### src/rtl/core/bpa_pkg.sv
package bpa_pkg;

   localparam int MAX_PAGES_DEF = 128 * 1024;

   localparam int WORD_W  = 32;
   localparam int BIT_W   = 5;
   localparam int FUNC_W  = 2;
   localparam int PAGE_W  = 18;
   localparam int FIRST_W = 17;
   localparam int COUNT_W = 18;
   localparam int WIDX_W  = PAGE_W - BIT_W;
   localparam int POP_W   = BIT_W + 1;

   localparam logic [PAGE_W-1:0] TRACK_RESET = PAGE_W'(MAX_PAGES_DEF);

   localparam logic STATUS_OK   = 1'b0;
   localparam logic STATUS_FAIL = 1'b1;

   typedef enum logic [FUNC_W-1:0] {
      FUNC_ALLOC   = 2'd0,
      FUNC_FREE    = 2'd1,
      FUNC_RESERVE = 2'd2
   } func_type;

   typedef enum logic [2:0] {
      ST_CLEAR,
      ST_IDLE,
      ST_SCAN,
      ST_PREP,
      ST_READ,
      ST_MODIFY,
      ST_UPDATE,
      ST_DONE
   } state_type;

   typedef struct packed {
      logic               hit;
      logic [PAGE_W-1:0]  start;
      logic [COUNT_W-1:0] need;
      logic [PAGE_W-1:0]  run_start;
   } scan_res_type;

   typedef struct packed {
      logic              set;
      logic [WIDX_W-1:0] first_w;
      logic [WIDX_W-1:0] last_w;
      logic [BIT_W-1:0]  lo;
      logic [BIT_W-1:0]  hi;
   } mark_ctl_type;

   // bits below b
   function automatic logic [WORD_W-1:0] thermo_lt(input logic [BIT_W-1:0] b);
      logic [WORD_W-1:0] m;
      for (int i = 0; i < WORD_W; i++) begin
         m[i] = (BIT_W'(i) < b);
      end
      return m;
   endfunction

   // bits up to and including b
   function automatic logic [WORD_W-1:0] thermo_le(input logic [BIT_W-1:0] b);
      logic [WORD_W-1:0] m;
      for (int i = 0; i < WORD_W; i++) begin
         m[i] = (BIT_W'(i) <= b);
      end
      return m;
   endfunction

endpackage

### src/rtl/core/bpa_word_update.sv
module bpa_word_update import bpa_pkg::*; (
   input  logic [WORD_W-1:0] old_word,
   input  logic [WIDX_W-1:0] word,
   input  mark_ctl_type      ctl,
   output logic [WORD_W-1:0] new_word,
   output logic [POP_W-1:0]  delta
);

   logic [WORD_W-1:0] mask;
   logic [WORD_W-1:0] flips;

   always_comb begin
      mask = (word == ctl.first_w ? ~thermo_lt(ctl.lo) : '1)
           & (word == ctl.last_w  ?  thermo_le(ctl.hi) : '1);
      new_word = ctl.set ? (old_word | mask) : (old_word & ~mask);
      flips    = old_word ^ new_word;
      delta    = '0;
      for (int i = 0; i < WORD_W; i++) begin
         delta = delta + POP_W'(flips[i]);
      end
   end

endmodule

### config.mk
export PLATFORM = sky130hd
export DESIGN_NAME = bpa_word_update
export DESIGN_NICKNAME = d
export VERILOG_FILES = /design/src/rtl/core/bpa_pkg.sv /design/src/rtl/core/bpa_word_update.sv
export SDC_FILE = /design/constraint.sdc
export NUM_CORES = 1
export LEC_CHECK = 0
export BUFFER_PORTS_ARGS = -buffer_cell sky130_fd_sc_hd__buf_2
export CAP_MARGIN = 20
export CORE_MARGIN = 5
export CORE_UTILIZATION = 30
export DETAILED_ROUTE_END_ITERATION = 8
export GPL_TIMING_DRIVEN = 0
export PLACE_DENSITY_LB_ADDON = 0.1
export SYNTH_ARGS = -nofsm -noshare
export SYNTH_HDL_FRONTEND = slang
export SYNTH_SLANG_ARGS = --single-unit
### constraint.sdc
create_clock -name vclk -period 8.96
set_clock_uncertainty 0.1 [all_clocks]
set_input_delay 1.344 -clock vclk [all_inputs]
set_output_delay 1.344 -clock vclk [all_outputs]
set_load 0.01 [all_outputs]
==> impl_metrics.csv <==
group,metric,value,unit
timing,setup_viol,0,
die,die_w,105,um
power,ir_worst_vdd,1.11,mV
timing,slew_headroom,60.6,%
global_routing,grt_usage,16.1,%
drt,detailroute.via_count,2766,
clock_tree,cts_hold_buffers,0,
critical_path,worstSetupPathType,"in2out",
die,core-area,8760,sq um
synthesis,netlist.area_leader.share,17.7,%
final_layout,diodes,0,
power,leakage,1.66,nW
outcome,status,"finished clean",
synthesis,ys_types,40,
critical_path,start_kind,"input pin",
critical_path,worstPathRequired,7520,ps
global_routing,grt_pass1_vias,2973,
final_layout,syn2layout_area_growth,30.7,%
drt,viasPerCell,4.89,
synthesis,synth_top_area_cell,"fa_1",
synthesis,synthTopCellsByArea,"fa_1 (18%), xor2_1 (14%), mux2_1 (11%)",
global_routing,antenna_found_initial,0,
die,placementRows,34,
timing,final.period_utilization,96.2,%
final_layout,final_cells,566,
synthesis,synth_nets,449,
drt,drcViolationCount,0,
timing,timing.fmax,116,MHz
global_routing,grt_pass1_wl,15.0,mm
power,p_per_area,317,nW/um^2
final_layout,nets,573,
placed_design,dpl.cell_count,561,
drt,avgRoutedWirePerCell,16.5,um
final_layout,clkbuf_count,0,
placed_design,gp_congestion,0.894,
final_layout,drive_above_1_share,37.8,%
timing,final.min_clock_period,8620,ps
critical_path,critPathArrivalTime,7180,ps
final_layout,post-route-util,40.5,%
synthesis,ys_seq_area_share,0,%
synthesis,ys_warn_count,0,
final_layout,n_fill_cell,955,
drt,drt_wl_total,9.34,mm
die,start_util,31.0,%
die,ios,120,
die,die_y,105,um
run,max_cap_violations,0,
placed_design,dp_hpwl,7.99,mm
die,dieArea,11000,sq um
global_routing,grt_overflow,0,
critical_path,cp-end-kind,"output pin",
placed_design,port_buffers,117,
timing,drv_slew,0,
timing,final-hold-violation-count,0,
final_layout,n_sequential_cell,0,
synthesis,avgSynthCellArea,8.08,sq um
worst_hold_path,hold_class,"in2out",
timing,rsz0062_at_grt,"no",
synthesis,syn_area,2710,sq um
power,total_power,1.12,mW
global_routing,grt_max_degree,11,
drt,postRouteAntennaNets,0,
critical_path,crit_fanout,6,
timing,max_slew.worst_pin.slew,590,ps
synthesis,synth_cells,336,
final_layout,regArea,0,sq um
drt,firstDrtPassIters,4,
drt,drt_iter0_drc,84,
power breakdown:
group | total, mW | internal [mW] | switching, mW
combinational | 1.12 | 0.515 | 0.609
clock | 0 | 0 | 0
sequential | 0 | 0 | 0
total | 1.12 | 0.515 | 0.609
per-layer routing:
layer  routed length (um)  track usage [%]  vias up
met5                    0                0        -
met4                    0            0.274        0
met3                  519            0.986        0
met2                 4390             27.4       97
met1                 4430             23.8     1291
li1                     -                -     1378
metrics by stage:
step	setup WS, ps	TNS (ps)	area [sq um]	hold WS [ps]
floorplan	618	0	2710	2740
global placement	-260	-260	3430	2910
detailed placement	-280	-280	3430	2910
CTS	6.82	0	3480	2920
global route	6.17	0	3550	2930
finish	337	0	3550	2910
cell usage after synthesis (2+ instances only):
cell,number
xor2_1,42
nor2_1,36
inv_1,27
mux2_1,27
fa_1,24
nand2_1,21
xnor2_1,19
o22ai_2,18
a21oi_1,13
nand2b_1,13
clkbuf_1,12
o21ai_0,11
ha_1,7
nor3_1,6
nor4_1,6
buf_2,5
mux2_2,5
o2bb2ai_1,5
and2_1,4
o32ai_2,4
a21o_1,3
and3_1,3
nor2b_1,3
or2_2,3
a21boi_0,2
buf_1,2
buf_6,2
area by class of cell:
class | count | area [sq um] | share of cell area [%]
multi-input combinational | 287 | 2570 | 72.6
timing repair buffer | 122 | 623 | 17.6
tap | 108 | 135 | 3.81
buffer | 22 | 113 | 3.18
inverter | 27 | 101 | 2.86
critical path: stages:
cell and delay, ps:
buf_2 100, xor2_1 160, nor4_2 360, nand4_2 130, buf_4 190, o32ai_4 300
nor2_1 110, fa_1 510, inv_1 50, fa_1 490, inv_1 50, fa_1 520
fa_1 560, inv_1 50, fa_1 480, fa_1 550, inv_1 40, ha_2 200
fa_2 350, a21o_1 200, a21oi_2 140, xnor2_1 130, buf_2 150
path summary, 6_finish.rpt:
path	startpoint	slack, ps	depth (start not counted)	endpoint
worst max-delay path	ctl[13]	340	23	delta[4]
worst min-delay path	old_word[8]	2910	3	new_word[8]
cells in the final DEF, fill, tap and decap left out, drive strengths merged, types with 5 or more instances in the layout:
master and instances:
buf 129, a21oi 14, xor2 42, ha 7, o2bb2ai 5, nor2 36, o21ai 11, o22ai 18
nor3 6, nand2b 13, inv 27, mux2 32, clkbuf 15, fa 24, nand2 21, nor4 6
xnor2 19
cell families after synthesis:
| logic type | share of synthesized area [%] |
|---|---|
| fa+ha+maj | 20.9 |
| buf+inv | 7.61 |
| simple gates | 18.6 |
| mux | 13.3 |
| xor+xnor | 19.7 |
| compound gates | 19.9 |
what timing repair did:
action                                  4_1_cts  5_1_grt
endpoints found under the setup margin        1        2
pin swaps                                     2        8
setup buffers                                 4        1
endpoints found under the hold margin         0        0
cloned                                        0        0
gates resized for setup                       2       16
Power figures use the tool's default switching activity.
